<file path="src/hw/rtl/gcd_pkg.sv">
`timescale 1ns / 1ps
// shared constants, arctangent table and helpers for the great-circle distance pipeline
package gcd_pkg;

  localparam int CordicStages = 24;
  localparam int TableLen     = 40;
  localparam int NumIter      = (CordicStages > TableLen) ? TableLen : CordicStages;
  localparam int CordicWidth  = 34;

  localparam logic [30:0] Q30One      = 31'h4000_0000;
  localparam logic [31:0] CordicStart = 32'd652032874;
  localparam logic [31:0] PiQ230      = 32'd3373259426;
  localparam logic [32:0] RadiusReset = 33'd6372797561;

  localparam logic signed [30:0] LatLimit = 31'sd900000000;
  localparam logic signed [31:0] LonLimit = 32'sd1800000000;

  localparam logic [22:0] BamDivisor = 23'd7031250;
  localparam logic [21:0] BamBias    = 22'd3515625;
  localparam logic [9:0]  MmPerMeter = 10'd1000;

  function automatic logic [29:0] atan_units(input int idx);
    logic [29:0] r;
    case (idx)
      0:  r = 30'd536870912;
      1:  r = 30'd316933406;
      2:  r = 30'd167458907;
      3:  r = 30'd85004756;
      4:  r = 30'd42667331;
      5:  r = 30'd21354465;
      6:  r = 30'd10679838;
      7:  r = 30'd5340245;
      8:  r = 30'd2670163;
      9:  r = 30'd1335087;
      10: r = 30'd667544;
      11: r = 30'd333772;
      12: r = 30'd166886;
      13: r = 30'd83443;
      14: r = 30'd41722;
      15: r = 30'd20861;
      16: r = 30'd10430;
      17: r = 30'd5215;
      18: r = 30'd2608;
      19: r = 30'd1304;
      20: r = 30'd652;
      21: r = 30'd326;
      22: r = 30'd163;
      23: r = 30'd81;
      24: r = 30'd41;
      25: r = 30'd20;
      26: r = 30'd10;
      27: r = 30'd5;
      28: r = 30'd3;
      29: r = 30'd1;
      30: r = 30'd1;
      default: r = 30'd0;
    endcase
    return r;
  endfunction

  function automatic logic [30:0] clamp_q30(input logic signed [CordicWidth-1:0] v);
    logic [30:0] r;
    if (v[CordicWidth-1]) begin
      r = '0;
    end else if (v > $signed({{(CordicWidth-31){1'b0}}, Q30One})) begin
      r = Q30One;
    end else begin
      r = v[30:0];
    end
    return r;
  endfunction

endpackage

</file>
<file path="src/hw/rtl/gcd_dist.sv">
`timescale 1ns / 1ps
// radian conversion, radius scaling and pipelined divide down to whole meters
module gcd_dist (
  input  logic        clk_i,
  input  logic        rst_ni,
  input  logic        adv_i,
  input  logic        valid_i,
  input  logic [31:0] cbam_i,
  input  logic [32:0] radius_i,
  output logic        valid_o,
  output logic [31:0] angle_o,
  output logic [24:0] dist_o
);
  import gcd_pkg::*;

  localparam int Steps   = 7;
  localparam int BitsPer = 4;
  localparam int Lat     = 3 + Steps;

  logic [Lat-1:0] valid_q;
  logic [63:0]    rad_prod, plo_q;
  logic [31:0]    ang1_q, ang2_q, ang3_q;
  logic           rhi_q;
  logic [64:0]    full_prod;
  logic [35:0]    num_q;

  logic [9:0]     rem_q [Steps];
  logic [27:0]    low_q [Steps];
  logic [27:0]    quo_q [Steps];
  logic [31:0]    ang_q [Steps];

  assign rad_prod  = {32'd0, cbam_i} * {32'd0, PiQ230} + 64'h4000_0000;
  assign full_prod = {1'b0, plo_q} + (rhi_q ? {1'b0, ang2_q, 32'd0} : 65'd0);

  always_ff @(posedge clk_i) begin
    if (adv_i) begin
      ang1_q <= rad_prod[62:31];
      plo_q  <= {32'd0, ang1_q} * {32'd0, radius_i[31:0]};
      ang2_q <= ang1_q;
      rhi_q  <= radius_i[32];
      num_q  <= {1'b0, full_prod[64:30]} + 36'd500;
      ang3_q <= ang2_q;
    end
  end

  for (genvar s = 0; s < Steps; s++) begin : g_step
    logic [9:0]  rem_in, rem_d;
    logic [27:0] low_in, low_d, quo_in, quo_d;
    logic [31:0] ang_in;

    if (s == 0) begin : g_first
      assign rem_in = {2'b0, num_q[35:28]};
      assign low_in = num_q[27:0];
      assign quo_in = '0;
      assign ang_in = ang3_q;
    end else begin : g_next
      assign rem_in = rem_q[s-1];
      assign low_in = low_q[s-1];
      assign quo_in = quo_q[s-1];
      assign ang_in = ang_q[s-1];
    end

    always_comb begin
      logic [10:0] trial;
      trial = '0;
      rem_d = rem_in;
      low_d = low_in;
      quo_d = quo_in;
      for (int b = 0; b < BitsPer; b++) begin
        trial = {rem_d, low_d[27]};
        low_d = {low_d[26:0], 1'b0};
        if (trial >= {1'b0, MmPerMeter}) begin
          trial = trial - {1'b0, MmPerMeter};
          quo_d = {quo_d[26:0], 1'b1};
        end else begin
          quo_d = {quo_d[26:0], 1'b0};
        end
        rem_d = trial[9:0];
      end
    end

    always_ff @(posedge clk_i) begin
      if (adv_i) begin
        rem_q[s] <= rem_d;
        low_q[s] <= low_d;
        quo_q[s] <= quo_d;
        ang_q[s] <= ang_in;
      end
    end
  end

  always_ff @(posedge clk_i or negedge rst_ni) begin
    if (!rst_ni) begin
      valid_q <= '0;
    end else if (adv_i) begin
      valid_q <= {valid_q[Lat-2:0], valid_i};
    end
  end

  assign valid_o = valid_q[Lat-1];
  assign angle_o = ang_q[Steps-1];
  assign dist_o  = quo_q[Steps-1][24:0];

endmodule

</file>
<file path="config.mk">
export PLATFORM = sky130hd
export DESIGN_NAME = gcd_dist
export DESIGN_NICKNAME = d
export VERILOG_FILES = /design/src/hw/rtl/gcd_pkg.sv /design/src/hw/rtl/gcd_dist.sv
export SDC_FILE = /design/constraint.sdc
export NUM_CORES = 2
export LEC_CHECK = 0
export BUFFER_PORTS_ARGS = -buffer_cell sky130_fd_sc_hd__buf_2
export CAP_MARGIN = 20
export CORE_ASPECT_RATIO = 0.9
export CORE_MARGIN = 1.5
export CORE_UTILIZATION = 45
export CTS_CLUSTER_SIZE = 20
export DETAILED_ROUTE_END_ITERATION = 10
export GPL_ROUTABILITY_DRIVEN = 0
export PLACE_DENSITY_LB_ADDON = 0.08
export RECOVER_POWER = 100
export SYNTH_ARGS = -nofsm -noshare
export SYNTH_HDL_FRONTEND = slang
export SYNTH_SLANG_ARGS = --single-unit
</file>
<file path="constraint.sdc">
create_clock -name clk_i -period 17.9 [get_ports clk_i]
set_input_delay 0.895 -clock clk_i [delete_from_list [all_inputs] [get_ports clk_i]]
set_output_delay 0.895 -clock clk_i [all_outputs]
set_load 0.02 [all_outputs]
</file>
**Word level (Yosys, flattened, before mapping)**

Memories as Yosys holds them, arrays and structs flattened.
Index checks and enable logic that the tools add are counted.

- Register bits: 207
- Latch bits: 0
- RAM bits: 658
- ROM bits: 0
- Bits of input ports: 69
- Output and inout port bits: 58
- Word-level logic and storage cells: 131
- Memories kept: 4

Memory list:

| name | words | bits a word | rd ports | clocked after memory_dff | wr ports | RTL line | source |
|---|---|---|---|---|---|---|---|
| ang_q | 7 | 32 | 7 | 0 | 7 | gcd_dist.sv:30 | `logic [31:0] ang_q [Steps];` |
| quo_q | 7 | 28 | 7 | 0 | 7 | gcd_dist.sv:29 | `logic [27:0] quo_q [Steps];` |
| low_q | 7 | 24 | 6 | 0 | 7 | gcd_dist.sv:28 | `logic [27:0] low_q [Steps];` |
| rem_q | 7 | 10 | 6 | 0 | 7 | gcd_dist.sv:27 | `logic [9:0] rem_q [Steps];` |

- Add/sub/neg operators: 31
- $mul: 2
- Divide/modulo/power cells: 0
- $lt $le $gt $ge: 28
- Eq/ne operators: 0
- Shift operators: 0
- Muxes and demuxes: 59
- Bitwise operators: 0
- Reductions and logical operators: 0

Operators with widths:

| cell | number |
|---|---|
| greater-or-equal comparator 11 x 10 -> 1 bit, second input constant | 27 |
| two-way mux 10 bit | 28 |
| subtractor 10 bit, second input constant | 27 |
| adder 64 x 64 -> 65 bit | 1 |
| multiplier 32 x 32 -> 64 bit | 1 |
| two-way mux 64 bit | 1 |
| adder 63 x 31 -> 63 bit, second input constant | 1 |
| multiplier 32 x 31 -> 62 bit, second input constant | 1 |
| adder 35 x 9 -> 36 bit, second input constant | 1 |
| two-way mux 1 bit | 30 |
| greater-or-equal comparator 9 x 10 -> 1 bit, second input constant | 1 |
| subtractor 9 x 10 -> 10 bit, second input constant | 1 |

**Logic depth before layout (Yosys ltp)**

An unclocked memory read counts as a cell.

- Word-level depth: 9
- Mapped depth: 32
- Depth with buffers taken out: 31

**Worst setup path after synthesis**

Ideal clock, no wire load.

- Path type: input port to flip-flop
- Start: input port cbam_i[1]
- End: register ang1_q[31] (data pin)
- Library setup time: 0.261 ns
- Arrival: 8.222 ns
- Required time: 17.639 ns
- Path slack: 9.417 ns
- Stages on the path: 26
- Buffers on the path: 1
- Path through: ha_1 > xor2_1 > ha_1 > fa_1 > inv_1 > fa_1 > inv_1 > fa_1 > fa_1 > fa_1 > ha_1 > ha_1 > clkbuf_1 > nand4_1 > or3_1 > or4_1 > a21oi_1 > nor3b_1 > and3_1 > or4_1 > nor4_2 > nand4_1 > a2111oi_0 > a2bb2oi_1 > o211ai_1 > xnor2_1

- Word-level cells in the longest chain between the ends: 2

RTL lines:

| item | RTL line | source |
|---|---|---|
| start: declaration | gcd_dist.sv:8 | `input logic [31:0] cbam_i,` |
| multiplier 32 x 31 -> 62 bit | gcd_dist.sv:32 | `assign rad_prod = {32'd0, cbam_i} * {32'd0, PiQ230} + 64'h4000_0000;` |
| adder 63 x 31 -> 63 bit | gcd_dist.sv:32 |  |
| net rad_prod[62] | gcd_dist.sv:21 | `logic [63:0] rad_prod, plo_q;` |
| end signal: assignment | gcd_dist.sv:37 | `ang1_q <= rad_prod[62:31];` |
| end: declaration | gcd_dist.sv:22 | `logic [31:0] ang1_q, ang2_q, ang3_q;` |

The timed path passes the listed nets, and every way through them passes these cells.
A chain may end at the register's enable or synchronous reset.

**Worst setup path after layout**

- Start: register ang1_q[7]
- End: register plo_q[60] (data pin)

- Word-level cells in the longest chain between the ends: 1

RTL lines:

| item | RTL line | source |
|---|---|---|
| multiplier 32 x 32 -> 64 bit | gcd_dist.sv:38 | `plo_q <= {32'd0, ang1_q} * {32'd0, radius_i[31:0]};` |
| end signal: assignment | gcd_dist.sv:38 |  |
| end: declaration | gcd_dist.sv:21 |  |

No other way between the ends.

==> results.sh <==
export IMPL_max_stage_delay_ns=2.10
export IMPL_io_pins=127
export IMPL_setup_viol=0
export IMPL_drive_gt1_share_pct=3.72
export IMPL_die_area_um2=173000
export IMPL_path_common_cell="fa_1"
export IMPL_worstSetupEndpointType="register"
export IMPL_max_freq_mhz=90.5
export IMPL_syn_avg_cell_area_um2=10.4
export IMPL_die_h_um=394
export IMPL_route_detailed_drc=28
export IMPL_synth_cell_types=104
export IMPL_cp_required_ns=18.30
export IMPL_route_vias_total=50874
export IMPL_worstRegToRegCells=29
export IMPL_nNetsFinal=9340
export IMPL_synth_top_family_by_area="adder cells"
export IMPL_yosysSeqAreaShare_pct=24.6
export IMPL_maxUsedRoutingLayer="met5"
export IMPL_cts_tree="built"
export IMPL_r2r_setup_slack_ns=6.85
export IMPL_fin_setup_tns_ns=0
export IMPL_grt_setup_unrepaired="false"
export IMPL_rows=143
export IMPL_synthMuxAreaShare_pct=1.09
export IMPL_cts_made_buffers=73
export IMPL_synth_area_um2=76500
export IMPL_drv_cap=32
export IMPL_cts_resized=0
export IMPL_area_delta_synth_final_pct=6.51
export IMPL_drt_total_wl_um=194000
export IMPL_violations="DRC, capacitance limit, slew limit"
export IMPL_first_pass_iters=9
export IMPL_reg2reg_to="plo_q[60]$_DFFE_PP_"
export IMPL_final_util_pct=48.3
export IMPL_antenna_found_initial=11
export IMPL_htree_levels=3
export IMPL_cp_slowest_cell="clkbuf_1"
export IMPL_hold_violations=0
export IMPL_initial_core_util_pct=45.3
export IMPL_endpoint="plo_q[60]$_DFFE_PP_"
export IMPL_synth_seq_cells=628
export IMPL_met3WireLength_um=11000
export IMPL_root_buffer="clkbuf_16"
export IMPL_synth_edf_count=618
export IMPL_critPathLaunch="ang1_q[7]$_DFFE_PP_"
export IMPL_crit_path_max_fanout=33
export IMPL_crit_type="register to register"
export IMPL_skew_ns=0.0566
export IMPL_synthFlopType="edfxtp_1"
export IMPL_synthAdderAreaFrac_pct=43.8
export IMPL_synth_xor_area_share_pct=2.75
export IMPL_clk_pin_slew_ns=0.06
export IMPL_wl_met2_um=90600
export IMPL_cts_sinks=628
export IMPL_relSlewSlack_pct=-315
export IMPL_cts_path_max_buffers=3
export IMPL_synth_simple_area_share_pct=11.7
export IMPL_cp_data_arrival_time_ns=11.45
export IMPL_setup_slack_ns=6.85
export IMPL_synth_compound_area_share_pct=6.83
export IMPL_dieWidth_um=438
export IMPL_yosys_warnings=0
export IMPL_grt_pass1_vias=54052
export IMPL_place_ws_ns=7.79
export IMPL_reg2reg_from="ang1_q[7]$_DFFE_PP_"
export IMPL_dp_hpwl_um=145000
export IMPL_first_iter_violations=3514
export IMPL_fin_crit_ns=11.05
export IMPL_grtUsageTotal_pct=23.1
export IMPL_syn_nets=9333
export IMPL_coreArea_um2=169000
export IMPL_wl_per_cell_um=20.1
export IMPL_startpoint_type="register"
export IMPL_tightestPinTransition_ns=6.23
export IMPL_wl_met1_um=89000
export IMPL_outcome="finished, violations left"
export IMPL_grt_pass1_wl_um=311000
export IMPL_slew_violations=1241
export IMPL_ant_nets=0
export IMPL_via_per_inst=5.27
export IMPL_nFillCells=15851
export IMPL_port_buffers=126
export IMPL_syn_inst=7333
export IMPL_grt_overflow_total=0
export IMPL_insertion_delay_ns=0.68
export IMPL_grt_max_degree=176
export IMPL_synth_async_sr_flop_share_pct=1.59
export IMPL_fin_crit_sh_pct=61.8
export IMPL_hold_path_class="register to register"
kinds of logic after synthesis:
| group | Yosys count |
|---|---|
| simple gates | 1828 |
| mux | 79 |
| flops | 628 |
| fa+ha+maj | 1931 |
| xor+xnor | 236 |
| compound gates | 752 |
| buf+inv | 1879 |
final cells by class:
cell class              instances  area (µm²)  share of cell area, %
diodes                          3        7.51                0.00921
repair buffers                179         845                   1.04
flip-flops and latches        628       18800                   23.1
inverters                    1632        6130                   7.52
clock inverters                45         432                  0.530
clock buffers                  89        1950                   2.39
well taps                    2247        2810                   3.45
multi-input cells            4826       50500                   62.0
layer usage:
layer | global-route usage [%] | vias up
met5 | 0 | -
met4 | 4.60 | 2
met3 | 3.09 | 217
met2 | 37.8 | 1313
met1 | 33.0 | 26014
li1 | - | 23328
synthesized netlist by cell type, types with 14 or more instances:
cell,number,area share (%)
and2_1,427,3.5
nand4_1,49,0.40
o31ai_1,18,0.18
nor2b_1,26,0.21
nor4_1,30,0.25
xnor2_1,162,1.9
or3_1,23,0.19
and3_1,32,0.26
a21o_1,88,0.86
o21ai_0,118,0.77
a31oi_1,49,0.40
mux2i_1,47,0.61
nor3_1,63,0.41
ha_1,687,11
nand3_1,70,0.46
a211oi_1,31,0.30
mux2_2,32,0.47
clkbuf_1,234,1.1
edfxtp_1,618,24
inv_1,1629,8.0
nand2b_1,31,0.25
a21oi_1,170,1.1
o21bai_1,18,0.18
or4_1,20,0.20
o21a_1,28,0.27
a21boi_0,14,0.14
xor2_1,72,0.82
o211ai_1,27,0.26
fa_1,1244,33
nand2_1,816,4.0
or2_2,22,0.18
nor2_1,162,0.79
through the flow:
stage,hold WS [ns],std cells,instance area (µm²)
floorplan,0.400,7333,76500
CTS,0.344,9646,81800
detailed placement,0.405,9511,79400
global route,0.388,9646,81500
global placement,0.401,9511,79400
finish,0.394,9649,81500
worst min-delay path by stage:
stage | startpoint | end | slack (ns) | cells after the start
after detailed placement | ang3_q[16]$_DFFE_PP_ | ang_q[0][16]$_DFFE_PP_ | 0.40 | 0
after global placement | low_q[0][16]$_DFFE_PP_ | low_q[1][20]$_DFFE_PP_ | 0.40 | 0
final | low_q[3][15]$_DFFE_PP_ | low_q[4][19]$_DFFE_PP_ | 0.39 | 0
after global routing | radius_i[32] | rhi_q$_DFFE_PP_ | 0.39 | 1
after CTS | radius_i[32] | rhi_q$_DFFE_PP_ | 0.34 | 1
after floorplan | ang3_q[0]$_DFFE_PP_ | ang_q[0][0]$_DFFE_PP_ | 0.40 | 0
critical path: cells and delay by family (launching register included):
| family | cells | cell delay, ns |
|---|---|---|
| buffers and inverters | 7 | 2.85 |
| adders and majority gates | 9 | 4.51 |
| AOI/OAI and AO/OA | 9 | 2.36 |
| xor gates and xnor gates | 1 | 0.08 |
| DFF | 1 | 0.32 |
| and+or+nand+nor | 3 | 0.64 |
state kept, by name, indices dropped and copies added, names as in the netlist:
name	count
ang3_q	32
low_q	78
ang_q	224
rem_q	60
valid_q	10
num_q	35
ang1_q	32
plo_q	33
quo_q	91
rhi_q	1
ang2_q	32
layout by cell type, fill, tap and decap left out, types with 23 or more instances in the layout:
master     instances
nor2b_1           26
nand2b_1          31
xor2_1            72
o21ai_0          125
mux2i_1           47
nor2_1           162
clkbuf_1         110
fa_1            1244
o21a_1            28
a31oi_1           51
nor3_1            63
nand4_1           49
nor4_1            31
a211oi_1          31
xnor2_1          163
nand2_1          816
ha_1             687
buf_2             65
nand3_1           70
and2_1           423
clkbuf_16         76
and3_1            32
edfxtp_1         618
inv_1           1630
a21o_1            88
o211ai_1          28
or3_1             23
a21oi_1          176
mux2_2            30
what timing repair did:
item,CTS,global route
setup buffers,0,0
hold endpoints to repair,10,0
setup endpoints to repair,0,0
hold buffers,1,0
Power is not shown: default switching activity piles up to over one toggle a cycle in this logic, so the estimate is an artifact.
