==> config.mk <==
export PLATFORM = sky130hd
export DESIGN_NAME = gcd_bam_div
export DESIGN_NICKNAME = d
export VERILOG_FILES = /design/src/hw/rtl/gcd_pkg.sv /design/src/hw/rtl/gcd_bam_div.sv
export SDC_FILE = /design/constraint.sdc
export NUM_CORES = 1
export LEC_CHECK = 0
export ABC_AREA = 1
export BUFFER_PORTS_ARGS = -buffer_cell sky130_fd_sc_hd__buf_4
export CAP_MARGIN = 20
export CORE_UTILIZATION = 40
export CTS_CLUSTER_SIZE = 25
export DETAILED_ROUTE_END_ITERATION = 6
export MAX_ROUTING_LAYER = met4
export PLACE_DENSITY = 0.55
export SLEW_MARGIN = 0
export SYNTH_ARGS = -nofsm -noshare
export SYNTH_HDL_FRONTEND = slang
export SYNTH_SLANG_ARGS = --single-unit
==> constraint.sdc <==
create_clock -name clk_i -period 11.6 [get_ports clk_i]
set_input_delay 1.16 -clock clk_i [delete_from_list [all_inputs] [get_ports clk_i]]
set_output_delay 1.16 -clock clk_i [all_outputs]
set_load 0.05 [all_outputs]
==> src/hw/rtl/gcd_pkg.sv <==
`timescale 1ns / 1ps
// shared constants, arctangent table and helpers for the great-circle distance pipeline
package gcd_pkg;

  localparam int CordicStages = 24;
  localparam int TableLen     = 40;
  localparam int NumIter      = (CordicStages > TableLen) ? TableLen : CordicStages;
  localparam int CordicWidth  = 34;

  localparam logic [30:0] Q30One      = 31'h4000_0000;
  localparam logic [31:0] CordicStart = 32'd652032874;
  localparam logic [31:0] PiQ230      = 32'd3373259426;
  localparam logic [32:0] RadiusReset = 33'd6372797561;

  localparam logic signed [30:0] LatLimit = 31'sd900000000;
  localparam logic signed [31:0] LonLimit = 32'sd1800000000;

  localparam logic [22:0] BamDivisor = 23'd7031250;
  localparam logic [21:0] BamBias    = 22'd3515625;
  localparam logic [9:0]  MmPerMeter = 10'd1000;

  function automatic logic [29:0] atan_units(input int idx);
    logic [29:0] r;
    case (idx)
      0:  r = 30'd536870912;
      1:  r = 30'd316933406;
      2:  r = 30'd167458907;
      3:  r = 30'd85004756;
      4:  r = 30'd42667331;
      5:  r = 30'd21354465;
      6:  r = 30'd10679838;
      7:  r = 30'd5340245;
      8:  r = 30'd2670163;
      9:  r = 30'd1335087;
      10: r = 30'd667544;
      11: r = 30'd333772;
      12: r = 30'd166886;
      13: r = 30'd83443;
      14: r = 30'd41722;
      15: r = 30'd20861;
      16: r = 30'd10430;
      17: r = 30'd5215;
      18: r = 30'd2608;
      19: r = 30'd1304;
      20: r = 30'd652;
      21: r = 30'd326;
      22: r = 30'd163;
      23: r = 30'd81;
      24: r = 30'd41;
      25: r = 30'd20;
      26: r = 30'd10;
      27: r = 30'd5;
      28: r = 30'd3;
      29: r = 30'd1;
      30: r = 30'd1;
      default: r = 30'd0;
    endcase
    return r;
  endfunction

  function automatic logic [30:0] clamp_q30(input logic signed [CordicWidth-1:0] v);
    logic [30:0] r;
    if (v[CordicWidth-1]) begin
      r = '0;
    end else if (v > $signed({{(CordicWidth-31){1'b0}}, Q30One})) begin
      r = Q30One;
    end else begin
      r = v[30:0];
    end
    return r;
  endfunction

endpackage

==> src/hw/rtl/gcd_bam_div.sv <==
`timescale 1ns / 1ps
// pipelined restoring divider that turns 1e-7 degree values into binary angle units
module gcd_bam_div (
  input  logic        clk_i,
  input  logic        rst_ni,
  input  logic        adv_i,
  input  logic        valid_i,
  input  logic [31:0] x_i,
  output logic        valid_o,
  output logic [31:0] quo_o
);
  import gcd_pkg::*;

  localparam int Steps   = 8;
  localparam int BitsPer = 4;

  logic [Steps-1:0] valid_q;
  logic [22:0]      rem_q [Steps];
  logic [31:0]      low_q [Steps];
  logic [31:0]      quo_q [Steps];
  logic [53:0]      num;

  assign num = {x_i, 22'd0} + {32'd0, BamBias};

  for (genvar s = 0; s < Steps; s++) begin : g_step
    logic [22:0] rem_in, rem_d;
    logic [31:0] low_in, low_d, quo_in, quo_d;

    if (s == 0) begin : g_first
      assign rem_in = {1'b0, num[53:32]};
      assign low_in = num[31:0];
      assign quo_in = '0;
    end else begin : g_next
      assign rem_in = rem_q[s-1];
      assign low_in = low_q[s-1];
      assign quo_in = quo_q[s-1];
    end

    always_comb begin
      logic [23:0] trial;
      trial = '0;
      rem_d = rem_in;
      low_d = low_in;
      quo_d = quo_in;
      for (int b = 0; b < BitsPer; b++) begin
        trial = {rem_d, low_d[31]};
        low_d = {low_d[30:0], 1'b0};
        if (trial >= {1'b0, BamDivisor}) begin
          trial = trial - {1'b0, BamDivisor};
          quo_d = {quo_d[30:0], 1'b1};
        end else begin
          quo_d = {quo_d[30:0], 1'b0};
        end
        rem_d = trial[22:0];
      end
    end

    always_ff @(posedge clk_i) begin
      if (adv_i) begin
        rem_q[s] <= rem_d;
        low_q[s] <= low_d;
        quo_q[s] <= quo_d;
      end
    end
  end

  always_ff @(posedge clk_i or negedge rst_ni) begin
    if (!rst_ni) begin
      valid_q <= '0;
    end else if (adv_i) begin
      valid_q <= {valid_q[Steps-2:0], valid_i};
    end
  end

  assign valid_o = valid_q[Steps-1];
  assign quo_o   = quo_q[Steps-1];

endmodule

* Word-level counts from Yosys, hierarchy flattened *
Memories as Yosys holds them, arrays and structs flattened.
Cells that the tools add are included.

storage, ports and cells
  flip-flop bits (word level) = 8
  latch bits = 0
  memory bits (writable) = 664
  bits in read-only memories = 0
  input port bits = 36
  output and inout port bits = 33
  word-level logic and storage cells = 135
  memories = 3

memories
  name   depth  width  read ports  clocked after Yosys merged registers in  wr ports  RTL line           source
  quo_q  8      32     8           0                                        8         gcd_bam_div.sv:20  logic [31:0] quo_q [Steps];
  low_q  8      28     7           0                                        8         gcd_bam_div.sv:19  logic [31:0] low_q [Steps];
  rem_q  8      23     7           0                                        8         gcd_bam_div.sv:18  logic [22:0] rem_q [Steps];

cells by class
  add/sub/neg operators = 33
  multiply operators = 0
  div/mod/pow operators = 0
  $lt $le $gt $ge = 32
  equal/unequal tests = 0
  shifts and indexed selects = 0
  muxes and demuxes = 66
  bitwise gates (word level) = 0
  reduce and logical (&&, ||, !) cells = 0

operator list
  cell                      count
  $ge A24 B23 Y1 const B    31
  $mux W23                  32
  $sub A23 B23 Y23 const B  32
  $add A54 B22 Y54 const B  1
  $mux W1                   34
  $ge A23 B23 Y1 const B    1

* Logic depth before layout (Yosys ltp) *
Gate-level depths: netlist of run 1.

  depth after elaboration = 9
  gate-level depth with buffers = 46
  depth with buffers taken out = 44

* Least setup slack after synthesis of run 1 *
Ideal clock, no wire load.

  path kind = reg2reg
  from = memory rem_q[5][2]
  to = memory rem_q[6][14], data pin
  library setup time = 0.253 ns
  arrival = 5.432 ns
  data required time = 11.347 ns
  setup slack = 5.915 ns
  cell stages (with the launch flop) = 41
  buffers on the path = 6
  period minus slack after synthesis = 5.685 ns
  cell sequence = edfxtp_1 > inv_1 > ha_1 > nor2_1 > nor2_1 > nor2_2 > nand3_1 > nand3_2 > buf_2 > buf_2 > o21ai_0 > o21ai_0 > ha_1 > inv_1 > nand3_1 > nor2_1 > nand3_1 > nand3_1 > [5 not listed] > inv_1 > ha_1 > nor3_2 > nand3_1 > nand2_1 > nand2_1 > nand2_2 > buf_2 > nand2_1 > nand2_1 > inv_1 > ha_1 > nor3_1 > nand3_1 > buf_2 > buf_2 > nand4_1 > nand2_1

RTL lines
  what             RTL line
  start, declared  gcd_bam_div.sv:18

==> results.toml, run 1 <==
[setup_path]
startpoint_type = "register"
r2r_setup_slack_ns = 3.24
critPathKind = "register to register"
cp.required_ns = 12.05
cp.arrival_ns = 8.81
worst-path-max-fanout = 37
critPathMaxStageDelay_ns = 0.88
worst_path_max_delay_cell = "nand3_1"
endpoint_kind = "register"
crit_top_cell = "nand2_1"

[timing]
tns_ns = 0
max_freq_ghz = 0.1196
period_share = 0.7208
period_needed_ns = 8.361
tightest_slew_ns = 0.8284
rsz0062_at_grt = "no"
maxSlewHeadroom = 0.4419
finalSetupViolations = 0
maxSlewViolCount = 0
hold_violations = 0
fin_skew_ns = 0.04217

[clock_network]
post_cts_resized = 0
cts_sinks = 315
clk_latency_ns = 0.62
cts_hold_buf = 0
cts_setup_buffers = 0
htree_levels = 2
cts_buffers = 43
ctsRootBufferMaster = "clkbuf_16"
cts_tree = "yes"
clk_pin_slew_worst_paths_ns = 0.06
clockBufferDepth = 3

[finish]
register_area_mm2 = 0.009419
fin_cells = 8661
layout.nets = 7344
n_antenna_cell = 0
fill_cells = 11268
drive_gt1_frac = 0.06349
areaGrowthSynthToFinish_pct = 6.521
multi_input_area_mm2 = 0.02745

[floorplan]
die_area_mm2 = 0.1044
pin_count = 69
rows = 117
core_area_mm2 = 0.1020
start_util = 0.4041
die_w_um = 323.1
die_height_um = 323.1

[synthesis]
yosys_register_bits = 315
syn_inst = 7276
syn_area_mm2 = 0.04123
synthTopCellsByCount = "nand2_1, nor2_1, inv_1"
synth.distinct_cells = 53
syn_nets = 7358
synth.avg_cell_area_um2 = 5.667
async_flop_share = 0.02540
synth_edf_count = 307
yosys_warnings = 0
yosysMostFrequentCell = "nand2_1"
ys.flop_type = "edfxtp_1"
synthDominantCellAreaShare = 0.2728
netlist_top_cells_area = "nand2_1, edfxtp_1, nand3_1, nor2_1, inv_1"
synth_largest_area_cell = "nand2_1"
ys_seq_area_frac = 0.2284

[detailed_routing]
drt_first_pass_iters = 6
wirelength_um = 120500
post_drt_wl_per_cell_um = 13.92
ant_nets = 0
vias_per_cell = 5.075
drc_errors = 0
num_vias = 43953
drt_iter0_markers = 3354

[global_route]
grt_pass1_vias = 39414
antenna_found_initial = 0
track_usage = 0.2344
grt_max_degree = 135
grt_first_pass_wirelength_um = 198800
grt-ovfl-total = 0

[hold_path]
hold_path.class = "input port to asynchronous set/reset pin"

[place]
portBuffers = 68
placedCellCount = 8585
post-dp-hpwl_um = 95900
place_congestion = 0.9468

[status]
status = "finished, final reports clean"

[job]
drv_cap = 0
state kept, by name, summed over array words and instances (netlist names):
register / count
valid_q: 8
quo_q: 143
low_q: 8
rem_q: 156
final cells by class:
cell class                      instances  area share
Multi-Input combinational cell       5938      0.6250
Sequential cell                       315      0.2145
Inverter                              886     0.07572
Tap cell                             1368     0.03897
Clock buffer                           45     0.02467
Timing Repair Buffer                   78     0.01379
Clock inverter                         31    0.007407
worst paths after layout:
check                             from            to  cells past startpoint
setup / recovery           rem_q[5][1]   rem_q[6][5]                     35
hold / removal                  rst_ni    valid_q[7]                      1
setup reg to reg           rem_q[5][1]   rem_q[6][5]                     35
hold reg to reg            quo_q[1][2]  quo_q[1][38]                      0
max in group asynchronous       rst_ni    valid_q[4]                      1
min in group clk_i         quo_q[1][2]  quo_q[1][38]                      0
through the flow:
| stage | worst slack [ns] | cell area, um^2 | hold slack, ns | util |
|---|---|---|---|---|
| after floorplan | 5.915 | 41230 | 0.4003 | - |
| final | 3.239 | 43920 | 0.3809 | 0.4304 |
| after detailed placement | 3.338 | 42510 | 0.4045 | 0.4166 |
| after CTS | 3.249 | 43920 | 0.3364 | 0.4304 |
| after global placement | 3.523 | 42510 | 0.4011 | 0.4166 |
| after global routing | 2.129 | 43920 | 0.3571 | 0.4304 |
layer usage:
| metal | share of wire | vias up | GRT usage |
|---|---|---|---|
| li1 | - | 23213 | - |
| met1 | 0.50 | 19684 | 0.3262 |
| met2 | 0.44 | 928 | 0.3702 |
| met3 | 0.041 | 128 | 0.01928 |
| met4 | 0.016 | 0 | 0.04760 |
| met5 | 0 | - | - |
cells in the final DEF, fill, tap and decap left out, types with 4 or more instances in the layout:
master,Yosys,layout
a21boi_0,16,16
a21oi_1,143,143
a21oi_2,4,4
a31oi_1,13,13
and2_1,8,8
buf_4,44,76
bufinv_16,0,5
clkbuf_16,0,43
clkinv_1,3,8
clkinv_2,0,6
clkinv_4,0,5
clkinvlp_4,0,6
dfrtp_1,8,8
edfxtp_1,307,307
ha_1,46,46
inv_1,798,798
inv_2,85,85
nand2_1,2997,2997
nand2_2,69,69
nand2_4,9,9
nand3_1,782,782
nand3_2,24,24
nand3_4,8,8
nand3b_1,37,37
nand4_1,183,183
nor2_1,853,853
nor2_2,58,58
nor2_4,12,12
nor3_1,59,59
o21a_1,10,10
o21ai_0,190,190
o21ai_1,83,83
o21ai_2,31,31
o21bai_1,8,8
or2_2,5,5
xnor2_1,37,37
xor2_1,223,223
critical path: cells and delay by family (launching register included):
family / cells / cell delay [ns]
compound gates: 2 / 0.46
flops: 1 / 0.41
buf+inv: 4 / 0.28
fa+ha+maj: 4 / 0.94
simple gates: 25 / 6.08
cells by family (layout without fill, tap and decap cells):
family                   after synthesis  count (layout)  synth area share
AO/OA/AOI/OAI                        515             515           0.07022
buffers and inverters               1023            1040            0.1058
flip-flops                           315             315            0.2284
adder cells (fa/ha/maj)               46              46           0.01396
AND/OR/NAND/NOR                     5114            5114            0.5251
XOR/XNOR                             263             263           0.05641
Power of run 1 is not shown: default switching activity piles up to over one toggle a cycle in this logic, so the estimate is an artifact.
==> run 2, diff against run 1 <==
--- a/config.mk
+++ b/config.mk
@@ -5,7 +5,7 @@
 export SDC_FILE = /design/constraint.sdc
 export NUM_CORES = 1
 export LEC_CHECK = 0
-export ABC_AREA = 1
+export ABC_AREA = 0
 export BUFFER_PORTS_ARGS = -buffer_cell sky130_fd_sc_hd__buf_4
 export CAP_MARGIN = 20
 export CORE_UTILIZATION = 40
==> constraint.sdc (replaced) <==
create_clock -name clk_i -period 8.07 [get_ports clk_i]
set_input_delay 0.807 -clock clk_i [delete_from_list [all_inputs] [get_ports clk_i]]
set_output_delay 0.807 -clock clk_i [all_outputs]
set_load 0.05 [all_outputs]
==> run 2 against run 1 <==
Effect of this change:
- die area decreased by 12%
- register-to-register slack got worse by 2.8 ns
- global-route usage increased by 0.18 points
- utilization increased by 2.6 points
- critical endpoint is now rem_q[6][13]
==> results.toml, run 2 <==
[status]
status = "finished, final reports clean"

[detailed_routing]
ant_nets = 0
drt_first_pass_iters = 5
vias_per_cell = 5.921
drt_iter0_markers = 2394
wirelength_um = 106800
num_vias = 34095
drc_errors = 0
post_drt_wl_per_cell_um = 18.54

[floorplan]
rows = 109
die_w_um = 302.5
core_area_mm2 = 0.08892
die_height_um = 302.5
start_util = 0.4062
pin_count = 69
die_area_mm2 = 0.09151

[synthesis]
yosys_warnings = 0
ys.flop_type = "edfxtp_1"
synthTopCellsByCount = "xnor2_1, nand2_1, nor2_1"
synth_edf_count = 307
yosysMostFrequentCell = "xnor2_1"
syn_area_mm2 = 0.03612
synth.distinct_cells = 135
synth.avg_cell_area_um2 = 8.181
async_flop_share = 0.02540
synth_largest_area_cell = "edfxtp_1"
yosys_register_bits = 315
syn_inst = 4415
syn_nets = 4497
netlist_top_cells_area = "edfxtp_1, xnor2_1, xor2_1, nand2_1, a21oi_1"
ys_seq_area_frac = 0.2608
synthDominantCellAreaShare = 0.2552

[setup_path]
crit_family = "compound AO/OA/AOI/OAI gates"
worst-path-max-fanout = 14
critPathKind = "register to register"
cp.arrival_ns = 7.94
critPathMaxStageDelay_ns = 0.60
endpoint_kind = "register"
cp.required_ns = 8.42
critPathBufInv = 5
worst_path_max_delay_cell = "or4_1"
startpoint_type = "register"

[clock_network]
cts_sinks = 315
cts_tree = "yes"
cts_buffers = 42
clockBufferDepth = 3
clk_pin_slew_worst_paths_ns = 0.07
ctsRootBufferMaster = "clkbuf_16"
htree_levels = 2
clk_latency_ns = 0.62

[finish]
areaGrowthSynthToFinish_pct = 12.46
n_antenna_cell = 0
largest_register_ffs = 156
layout.nets = 4644
mostFrequentLayoutCells = "xnor2_1, nand2_1, nor2_1"
top_register = "rem_q"
final_common_cell = "xnor2_1"
drive_gt1_frac = 0.1367
reg.largest.list = "rem_q (156), quo_q (143)"
fill_cells = 8886

[global_route]
grt-ovfl-total = 0
grt_pass1_vias = 32488
grt_first_pass_wirelength_um = 173600
antenna_found_initial = 0
grt_max_degree = 124
track_usage = 0.2362

[timing]
fin_hold_ws_ns = 0.3747
period_share = 0.9408
tightest_slew_ns = 0.9631
period_needed_ns = 7.592
fin_skew_ns = 0.02944
maxSlewHeadroom = 0.3533
hold_violations = 0
finalSetupViolations = 0
maxSlewViolCount = 0
max_freq_ghz = 0.1317

[job]
drv_cap = 0

[hold_path]
hold_path.class = "input port to register"

[place]
post-dp-hpwl_um = 82370
portBuffers = 68
place_congestion = 0.9134
## run 2: logic make-up after synthesis
kind of cell	after synthesis	share of synthesized area
buffers and inverters	347	0.04164
adder cells (fa/ha/maj)	47	0.01621
XOR/XNOR	616	0.1504
multiplexers	98	0.02861
AND/OR/NAND/NOR	1489	0.2081
AO/OA/AOI/OAI	1503	0.2943
flip-flops	315	0.2608
## run 2: what timing repair did
action | CTS | global route
endpoints found under the hold margin | 8 | 0
endpoints found under the setup margin | 1 | 85
gates resized for setup | 3 | 33
hold buffers | 1 | 0
pin swaps | 0 | 4
cloned | 0 | 1
setup buffers | 0 | 7
## run 2: routing by layer
metal	GRT usage	wire [um]	up-vias
li1	-	-	16993
met1	0.3103	50700	16288
met2	0.3853	49860	641
met3	0.02062	3407	173
met4	0.07071	2794	0
met5	-	0	-
## run 2: worst paths after layout
check	startpoint	cells past startpoint	slack [ns]	endpoint
max	rem_q[5][2]	32	0.48	rem_q[6][13]
min	x_i[0]	1	0.37	low_q[0][22]
max reg2reg	rem_q[5][2]	32	0.48	rem_q[6][13]
min reg2reg	quo_q[1][85]	0	0.40	quo_q[1][121]
max in group asynchronous	rst_ni	2	7.40	valid_q[3]
min in group asynchronous	rst_ni	2	0.54	valid_q[0]
## run 2: stage by stage
step / cell area, um^2 / instances / TNS (ns) / setup WS (ns) / util
detailed placement: 38910 / 5673 / -0.4595 / -0.4595 / 0.4376
CTS: 40400 / 5749 / 0 / 0.03048 / 0.4543
finish: 40620 / 5758 / 0 / 0.4779 / 0.4568
global route: 40620 / 5758 / -0.02200 / -0.01052 / 0.4568
global placement: 38910 / 5673 / -0.4086 / -0.4086 / 0.4376
floorplan: 36180 / 4415 / -0.01690 / -0.01690 / -
## run 2: area by class of cell
| type | instances | area, um^2 | area share |
|---|---|---|---|
| clock buffers | 47 | 1091 | 0.02686 |
| multi-input cells | 3753 | 25400 | 0.6254 |
| well taps | 1165 | 1458 | 0.03588 |
| flip-flops and latches | 315 | 9419 | 0.2319 |
| clock inverters | 28 | 379.1 | 0.009333 |
| inverters | 144 | 550.5 | 0.01355 |
| repair buffers | 305 | 2312 | 0.05692 |
| repair inverters | 1 | 7.507 | 0.0001848 |
Power of run 2 is left out for the same reason.
